<file path="config.mk">
export PLATFORM = sky130hd
export DESIGN_NAME = aml_sleep_package_scanner_top
export DESIGN_NICKNAME = d
export VERILOG_FILES = /design/src/hdl/aml_sps_pkg.sv /design/src/hdl/aml_sleep_package_scanner_top.sv
export SDC_FILE = /design/constraint.sdc
export NUM_CORES = 1
export LEC_CHECK = 0
export ABC_AREA = 1
export ABC_CLOCK_PERIOD_IN_PS = 4600
export BUFFER_PORTS_ARGS = -buffer_cell sky130_fd_sc_hd__buf_2
export CAP_MARGIN = 20
export CORE_UTILIZATION = 40
export DETAILED_ROUTE_END_ITERATION = 10
export SETUP_SLACK_MARGIN = 0.4
export SYNTH_ARGS = -nofsm -noshare
export SYNTH_HDL_FRONTEND = slang
export SYNTH_SLANG_ARGS = --single-unit
export TNS_END_PERCENT = 100
</file>
<file path="constraint.sdc">
create_clock -name clk -period 4.6 [get_ports clk]
set_input_delay 0.46 -clock clk [delete_from_list [all_inputs] [get_ports clk]]
set_output_delay 0.46 -clock clk [all_outputs]
set_load 0.01 [all_outputs]
</file>
<file path="src/hdl/aml_sps_pkg.sv">
// ----------------------------------------------------------------------------
// aml_sps_pkg
// types and constants of the aml sleep package scanner
// ----------------------------------------------------------------------------
package aml_sps_pkg;

    localparam int MAX_BODY_BYTES = 1048576;
    localparam int POS_W          = $clog2(MAX_BODY_BYTES + 1);
    localparam int CAPTURE_DEPTH  = 6;
    localparam int CAP_IDX_W      = $clog2(CAPTURE_DEPTH);
    localparam int SINCE_W        = 7;

    localparam logic [39:0] PATTERN_HEAD = 40'h08_5F_53_35_5F;
    localparam logic [7:0]  PACKAGE_OP   = 8'h12;
    localparam logic [7:0]  BYTE_PREFIX  = 8'h0A;
    localparam logic [7:0]  LEN_LIMIT    = 8'h40;
    localparam logic [SINCE_W-1:0] SINCE_MAX = SINCE_W'(64);

    typedef enum logic [3:0] {
        ST_OK          = 4'd0,
        ST_NO_MATCH    = 4'd1,
        ST_MULTIPLE    = 4'd2,
        ST_NO_BODY     = 4'd3,
        ST_BAD_LENGTH  = 4'd4,
        ST_TOO_LONG    = 4'd5,
        ST_FEW         = 4'd6,
        ST_A_RANGE     = 4'd7,
        ST_A_CODING    = 4'd8,
        ST_B_RANGE     = 4'd9,
        ST_B_CODING    = 4'd10
    } status_t;

    typedef struct packed {
        logic [7:0] aml_byte;
        logic       last_byte;
    } aml_in_t;

    typedef struct packed {
        status_t    status;
        logic [7:0] sleep_type_a;
        logic [7:0] sleep_type_b;
    } aml_res_t;

    typedef logic [7:0] cap_arr_t [CAPTURE_DEPTH];

endpackage

</file>
<file path="src/hdl/aml_sleep_package_scanner_top.sv">
// ----------------------------------------------------------------------------
// aml_sleep_package_scanner_top
// scans an aml body for the _S5_ named package and decodes its sleep types
// ----------------------------------------------------------------------------
// One body byte is taken per cycle on the aml channel, and a result appears
// on the res channel in the cycle after the byte that carries last_byte is
// accepted. Every byte is handled by the combinational window compare,
// capture and decode logic, so the sustained rate is one byte per cycle; the
// aml channel stalls only while a finished result sits in the output
// register and res_ready is low. Bytes beyond MAX_BODY_BYTES are ignored but
// a final mark on them still closes the body. After each result all scan
// state returns to its reset value for the next body.
module aml_sleep_package_scanner_top
    import aml_sps_pkg::*;
(
    input  logic     clk,
    input  logic     rst_n,
    input  logic     aml_valid,
    output logic     aml_ready,
    input  aml_in_t  aml,
    output logic     res_valid,
    input  logic     res_ready,
    output aml_res_t res
);

    // scan state
    logic [39:0]        recent_reg, recent_next;
    logic [POS_W-1:0]   pos_reg, pos_next;
    logic [1:0]         match_reg, match_next;
    logic [SINCE_W-1:0] since_reg, since_next;   // counted bytes since first match, saturating
    cap_arr_t           cap_reg, cap_next;

    // output register
    logic     res_valid_reg;
    aml_res_t res_reg;
    aml_res_t res_next;

    logic accept;
    logic counted;
    logic hit;

    assign aml_ready = !res_valid_reg || res_ready;
    assign accept    = aml_valid && aml_ready;
    assign res_valid = res_valid_reg;
    assign res       = res_reg;

    // decode the captured package after the current byte
    function automatic aml_res_t decode(input logic [1:0] mc, input logic [SINCE_W-1:0] rs,
                                        input cap_arr_t c);
        aml_res_t         r;
        logic [SINCE_W-1:0] lim;
        logic             first_zero;
        logic [7:0]       b0;
        logic [7:0]       b1;
        logic [SINCE_W-1:0] off;
        r   = '{status: ST_OK, sleep_type_a: 8'd0, sleep_type_b: 8'd0};
        lim = SINCE_W'(c[0]) + SINCE_W'(1);
        first_zero = (c[2] == 8'd0);
        b0  = first_zero ? c[3] : c[4];
        b1  = first_zero ? c[4] : c[5];
        off = first_zero ? SINCE_W'(3) : SINCE_W'(4);
        if (mc == 2'd0)
            r.status = ST_NO_MATCH;
        else if (mc >= 2'd2)
            r.status = ST_MULTIPLE;
        else if (rs == '0)
            r.status = ST_NO_BODY;
        else if (c[0] >= LEN_LIMIT)
            r.status = ST_BAD_LENGTH;
        else if (lim > rs)
            r.status = ST_TOO_LONG;
        else if (rs <= SINCE_W'(1) || c[1] < 8'd2)
            r.status = ST_FEW;
        else if (lim <= SINCE_W'(2) || (c[2] == BYTE_PREFIX && lim <= SINCE_W'(3)))
            r.status = ST_A_RANGE;
        else if (!first_zero && c[2] != BYTE_PREFIX)
            r.status = ST_A_CODING;
        else if (lim <= off || (b0 == BYTE_PREFIX && lim <= off + SINCE_W'(1)))
            r.status = ST_B_RANGE;
        else if (b0 != 8'd0 && b0 != BYTE_PREFIX)
            r.status = ST_B_CODING;
        else
        begin
            r.sleep_type_a = first_zero ? 8'd0 : c[3];
            r.sleep_type_b = (b0 == 8'd0) ? 8'd0 : b1;
        end
        return r;
    endfunction

    // next scan state for the byte on the input
    always_comb
    begin
        counted     = pos_reg < POS_W'(MAX_BODY_BYTES);
        hit         = counted && aml.aml_byte == PACKAGE_OP && recent_reg == PATTERN_HEAD;
        recent_next = recent_reg;
        pos_next    = pos_reg;
        match_next  = match_reg;
        since_next  = since_reg;
        cap_next    = cap_reg;
        if (counted)
        begin
            // capture uses the match count from before this byte
            if (match_reg != 2'd0)
            begin
                if (since_reg < SINCE_W'(CAPTURE_DEPTH))
                    cap_next[since_reg[CAP_IDX_W-1:0]] = aml.aml_byte;
                if (since_reg < SINCE_MAX)
                    since_next = since_reg + SINCE_W'(1);
            end
            if (hit)
            begin
                if (match_reg == 2'd0)
                begin
                    match_next = 2'd1;
                    since_next = '0;
                end
                else
                    match_next = 2'd2;
            end
            recent_next = {recent_reg[31:0], aml.aml_byte};
            pos_next    = pos_reg + POS_W'(1);
        end
        res_next = decode(match_next, since_next, cap_next);
    end

    // scan state registers, cleared after each body
    always_ff @(posedge clk or negedge rst_n)
    begin
        if (!rst_n)
        begin
            recent_reg <= '0;
            pos_reg    <= '0;
            match_reg  <= '0;
            since_reg  <= '0;
            for (int i = 0; i < CAPTURE_DEPTH; i++)
                cap_reg[i] <= '0;
        end
        else if (accept)
        begin
            if (aml.last_byte)
            begin
                recent_reg <= '0;
                pos_reg    <= '0;
                match_reg  <= '0;
                since_reg  <= '0;
                for (int i = 0; i < CAPTURE_DEPTH; i++)
                    cap_reg[i] <= '0;
            end
            else
            begin
                recent_reg <= recent_next;
                pos_reg    <= pos_next;
                match_reg  <= match_next;
                since_reg  <= since_next;
                cap_reg    <= cap_next;
            end
        end
    end

    // result valid flag
    always_ff @(posedge clk or negedge rst_n)
    begin
        if (!rst_n)
            res_valid_reg <= 1'b0;
        else if (accept && aml.last_byte)
            res_valid_reg <= 1'b1;
        else if (res_ready)
            res_valid_reg <= 1'b0;
    end

    // result payload
    always_ff @(posedge clk)
    begin
        if (accept && aml.last_byte)
            res_reg <= res_next;
    end

endmodule

</file>
==> impl_metrics.ini, run 1 <==
[die]
core_area_um2 = 18800
die_w_um = 141
fp-row-count = 50
initial_utilization_pct = 41.0
num_io_pins = 35
die_h_um = 141
dieArea_um2 = 19800

[routing]
post_drt_wl_per_cell_um = 15.5
vias = 6286
drc = 0
avgViaCountPerCell = 5.26
firstDrtPassIters = 5
wl_um = 18500
antenna_left = 0
drt-initial-drc-count = 458

[grt]
antenna_found_initial = 0
grt.total_usage_pct = 20.0
grt_max_degree = 62
grt_pass1_vias = 6025
grt-ovfl-total = 0
grt_pass1_wl_um = 30800

[clock_tree]
numClockSinks = 138
path_clk_slew_ns = 0.06
hold_buffers = 0
cts_buffers = 17
post_cts_buffers = 0
cts_resized = 0
cts_max_level = 4
clock_path_buffers = 2
cts_tree = built
clk_latency_ns = 0.43
cts-root-buf = clkbuf_16

[synthesis]
synth-seq-cells = 138
synthFlopType = dfrtp_1
synth.cell_area_um2 = 7700
synthArstFlopShare_pct = 85.5
synth_area_leaders = dfrtp_1, nand2_1, edfxtp_1
synth_edf_count = 20
synth_cells = 924
ys_types = 46
synth_top_area_share_pct = 38.3
synthesis.nets = 952
yosysSeqAreaShare_pct = 46.1
ys_warn_count = 0
synth_top_area_cell = dfrtp_1
syn_avg_cell_area_um2 = 8.33

[timing]
finalCritPeriodShare_pct = 82.6
fmax_mhz = 263
hold_violations = 0
tightestPinTransition_ns = 0.818
final.setup_skew_ns = 0.0135
rsz0062_at_grt = false
setup_tns_ns = 0
slew_headroom_pct = 45.5
fin_crit_ns = 3.80
setup_viol = 0
slew_viol_final = 0
final.setup.worst_slack_ns = 0.799

[layout]
drive_gt1_share_pct = 16.4
layout_common_cells = nand2_1, inv_1, dfrtp_1, o21ai_0, nand3_1
num-nets-final = 978
ff_latch_area_um2 = 3550
multiInputGateArea_um2 = 3430
layout_commonest_cell = nand2_1
syn_to_final_growth_pct = 12.9
fillCellCount = 1820
largest_register_ffs = 47
antenna_cells = 0

[setup_path]
ff2ff_setup_slack_ns = 0.80
required_ns = 4.89
path_class = reg -> reg
r2r-start = since_reg[2]
crit_buf_inv = 0
path_cells = nand2_2, nand2_4, nor2_8, nand3_4, o21ai_4, ha_1, nand3_2, nor2_2, nand2_1, nand2_1, nand2_2, ha_1, nand2_1, nor2_1, a211oi_1, nand2_1, nand2_2, nand2_2, nor2_4, nand3_4, nor2_2
cpMaxStageDelayCell = dfrtp_1
worstSetupStartpoint = since_reg[2]
critPathLaunchType = register
path_delay_family = simple AND/OR/NAND/NOR gates
worst-path-max-fanout = 16
arrival_ns = 4.09
max_stage_delay_ns = 0.47
crit_path_end_kind = register

[placement]
dp_slack_ns = 0.752
gp_congestion = 0.829
io_buffers = 34
hpwl_um = 12700

[pwr]
p_per_area_nw_per_um2 = 338
vdd_drop_max_v = 0.000331
p_leak_uw = 0.00408

[hold_path]
hold_class = in -> async

[flow_run]
maxCapViolations = 0

[outcome]
outcome = finished, final reports clean
[Yosys cell counts, types with 13 or more instances]
| cell type | instances |
|---|---|
| nand2_1 | 179 |
| o22ai_1 | 49 |
| a21oi_1 | 21 |
| edfxtp_1 | 20 |
| dfrtp_1 | 118 |
| o31ai_1 | 15 |
| nand4_1 | 22 |
| inv_1 | 133 |
| clkbuf_1 | 24 |
| o21ai_1 | 13 |
| nor2_2 | 22 |
| nor2_1 | 45 |
| nand3_1 | 60 |
| nand2_2 | 16 |
| o21ai_0 | 66 |
| nor3_1 | 17 |
| ha_1 | 15 |
[cell type report]
class	count	area share [%]
timing repair buffer	42	2.68
tap	234	3.37
clock buffer	24	6.14
inverter	144	6.33
sequential	138	40.9
clock inverter	7	1.17
multi-input combinational	607	39.5
[stage by stage]
step / power, µW / hold slack, ns / area, µm² / instances / utilization, %
finish: 2940 / 0.128 / 8700 / 1196 / 46.3
global placement: 1500 / 0.453 / 8050 / 1165 / 42.9
global route: 3030 / 0.207 / 8700 / 1196 / 46.3
CTS: 2960 / 0.162 / 8690 / 1196 / 46.3
detailed placement: 1500 / 0.462 / 8050 / 1165 / 42.9
floorplan: 1410 / 0.164 / 7700 / 924 / -
[power by group]
group	switching, µW	total (µW)	internal, µW
combinational	136	177	41.2
sequential	26.5	1300	1280
clock	533	1460	923
[path summary, 6_finish.rpt]
check,to,cells past startpoint
setup / recovery,res[14],21
hold / removal,cap_reg[20],1
setup reg to reg,res[14],21
hold reg to reg,pos_reg[18],1
max in group asynchronous,pos_reg[7],2
min in group clk,res_valid,4
[routing by layer]
metal	vias to the layer above	routed length [µm]	global-route usage, %
met5	-	0	0
met4	0	285	7.38
met3	20	650	3.29
met2	121	8540	31.9
met1	2996	9050	27.2
li1	3149	-	-
[kinds of logic (layout without fill, tap and decap cells)]
logic type,after synthesis,in the layout,share of synthesized area [%]
AOI/OAI and AO/OA,184,184,14.4
DFF,138,138,46.1
and+or+nand+nor,401,401,26.6
xor gates and xnor gates,7,7,0.894
buffers and inverters,179,217,9.52
adders and majority gates,15,15,2.44
Note: power is estimated with default switching activity, not from simulation.
==> inputs of run 2 (changes only) <==
Settings changed: ABC_AREA 1 to 0, ABC_CLOCK_PERIOD_IN_PS 4600 to 3400.
Clock period 4.6 ns to 3.4 ns, I/O delays scaled along.
==> run 2 against run 1 <==
The flow now finishes with violations (negative setup slack). Synthesized cell count fell by 18%. Largest cell class unchanged. Die area fell by 6.1%. Combinational power rose by 95%. Count of clock-buffer cells in the layout fell by 6. Worst hold slack got worse by 0.11 ns. Final area rose by 4.5%. Non-clock buffer count rose by 106. Final cell count fell by 5.9%. Critical path depth fell by 3. Register-to-register slack got worse by 1.7 ns. Via count rose by 2.1%. Utilization rose by 5.7 points.
==> impl_metrics.ini, run 2 <==
[die]
initial_utilization_pct = 41.4
die_h_um = 136
fp-row-count = 48
dieArea_um2 = 18600
num_io_pins = 35
die_w_um = 136
core_area_um2 = 17500

[timing]
rsz0062_at_grt = true
slew_viol_final = 0
fmax_mhz = 235
final.setup.worst_slack_ns = -0.863
setup_tns_ns = -16.47
finalCritPeriodShare_pct = 125
tightestPinTransition_ns = 0.823
hold_violations = 0
final.setup_skew_ns = 0.00648
fin_crit_ns = 4.26
slew_headroom_pct = 45.1
setup_viol = 20

[layout]
multiInputGateArea_um2 = 3550
layout_common_cells = dfrtp_1, buf_4, nand2_1, nor2_1, o21ai_0
fin_util_pct = 52.0
stdcell_count = 1125
syn_to_final_growth_pct = 25.7
ff_latch_area_um2 = 3550
largest_register_ffs = 47
antenna_cells = 0
num-nets-final = 915
layout_commonest_cell = dfrtp_1
drive_gt1_share_pct = 23.1
fillCellCount = 1578

[synthesis]
yosys.area_share.adder_pct = 2.60
synthFlopType = dfrtp_1
synth_compound_area_share_pct = 18.0
synthMuxAreaShare_pct = 1.32
synth_area_leaders = dfrtp_1, edfxtp_1, a22o_1
synth_cells = 762
synth_top_area_cell = dfrtp_1
ys_types = 62
ys_warn_count = 0
synth_most_common_cell = dfrtp_1
synthSimpleGateAreaFrac_pct = 21.5
synth_top_family_by_area = simple AND/OR/NAND/NOR gates
synthesis.nets = 790
synthArstFlopShare_pct = 85.5
synth.cell_area_um2 = 7230
syn_avg_cell_area_um2 = 9.49
synth-seq-cells = 138
synth_xor_area_share_pct = 4.10
yosysSeqAreaShare_pct = 49.2
synth_common_cells = dfrtp_1, nand2_1, nor2_1
synth_edf_count = 20
synth_top_area_share_pct = 40.9

[placement]
io_buffers = 34
hpwl_um = 14600
dp_slack_ns = -0.860
gp_congestion = 0.935
place_inst = 1086

[grt]
antenna_found_initial = 0
grt_pass1_vias = 6393
grt_busiest_layer = met2
grtUsageMet1_pct = 30.1
use_met3_pct = 4.70
grt_pass1_wl_um = 32900
grt_max_degree = 62
grt_use_met2_pct = 37.8
grt-ovfl-total = 0
grt.total_usage_pct = 23.4

[routing]
vias = 6419
wl_um = 20500
post_drt_wl_per_cell_um = 18.2
firstDrtPassIters = 5
drc = 0
drt-initial-drc-count = 484
antenna_left = 0
avgViaCountPerCell = 5.71

[pwr]
p_comb_share_pct = 8.7
vdd_drop_max_v = 0.000357
p_sw_uw = 999
p_per_area_nw_per_um2 = 439
power_uw = 3990
pwr-share-seq_pct = 45.7
p_leak_uw = 0.00405
swShare_pct = 25.1
intPower_uw = 2990
clkPwrFrac_pct = 45.7

[outcome]
outcome = finished with violations
violations = negative setup slack

[setup_path]
arrival_ns = 4.55
required_ns = 3.69
worstSetupStartpoint = since_reg[5]
path_class = reg -> reg
worst-path-max-fanout = 16
crit_path_end_kind = register
r2r-start = since_reg[5]
critPathLaunchType = register

[clock_tree]
numClockSinks = 138
path_clk_slew_ns = 0.06
cts_max_level = 4
cts-root-buf = clkbuf_16
cts_buffers = 17
hold_buffers = 0
clock_path_buffers = 2
clk_latency_ns = 0.43
cts_tree = built

[flow_run]
maxCapViolations = 0

[hold_path]
hold_class = in -> async
## run 2: worst paths after layout
kind	to	slack (ns)	cells after the start
max	res[14]	-0.86	18
min	recent_reg[35]	0.01	1
max reg2reg	res[14]	-0.86	18
min reg2reg	cap_reg[24]	0.49	2
max in group asynchronous	cap_reg[25]	2.58	2
min in group clk	res_valid	0.29	3
## run 2: per-stage QoR
step                      hold WS [ns]  area [µm²]
after floorplan                 0.0444        7290
after global placement           0.465        8390
after detailed placement         0.472        8390
after CTS                       0.0383        9050
after global routing            0.0815        9090
final                           0.0145        9090
## run 2: power groups by stage
stage	logic [µW]	registers (µW)	clock network [µW]
after floorplan	168	1840	0
final	345	1820	1820
after detailed placement	348	1850	0
after CTS	346	1820	1850
after global routing	383	1830	1920
after global placement	336	1850	0
## run 2: what timing repair did
item	4_1_cts	5_1_grt
endpoints found under the setup margin	20	20
setup buffers	6	1
resized for setup	5	7
pin swaps	5	3
## run 2: cell type report
class                   instances  area share (%)
clock buffers                  18            4.72
flip-flops and latches        138            39.1
multi-input cells             565            39.0
clock inverters                14            1.61
repair buffers                148            11.7
inverters                      17           0.702
well taps                     225            3.10
## run 2: cells by family after synthesis
| kind of cell | count (synthesis) |
|---|---|
| AOI/OAI and AO/OA | 193 |
| xor gates and xnor gates | 33 |
| adders and majority gates | 15 |
| buffers and inverters | 59 |
| DFF | 138 |
| muxes | 8 |
| and+or+nand+nor | 316 |
## run 2: critical path, stage by stage (launching register included)
cell	delay, ns
dfrtp_1	0.37
or4_4	0.53
or4_4	0.47
mux2_4	0.34
ha_4	0.19
nand3_4	0.10
nor2_4	0.05
xnor2_2	0.12
mux2i_1	0.21
ha_1	0.30
a21oi_2	0.14
o21ai_1	0.08
o21ai_1	0.08
o31a_1	0.17
o31ai_2	0.08
or4_4	0.45
nor2_4	0.15
buf_12	0.13
and3_1	0.15
## run 2: metal layers
metal / vias to the layer above / wire length [µm]
met4: 0 / 622
met5: - / 0
li1: 3025 / -
met3: 52 / 1010
met2: 191 / 9860
met1: 3151 / 9010
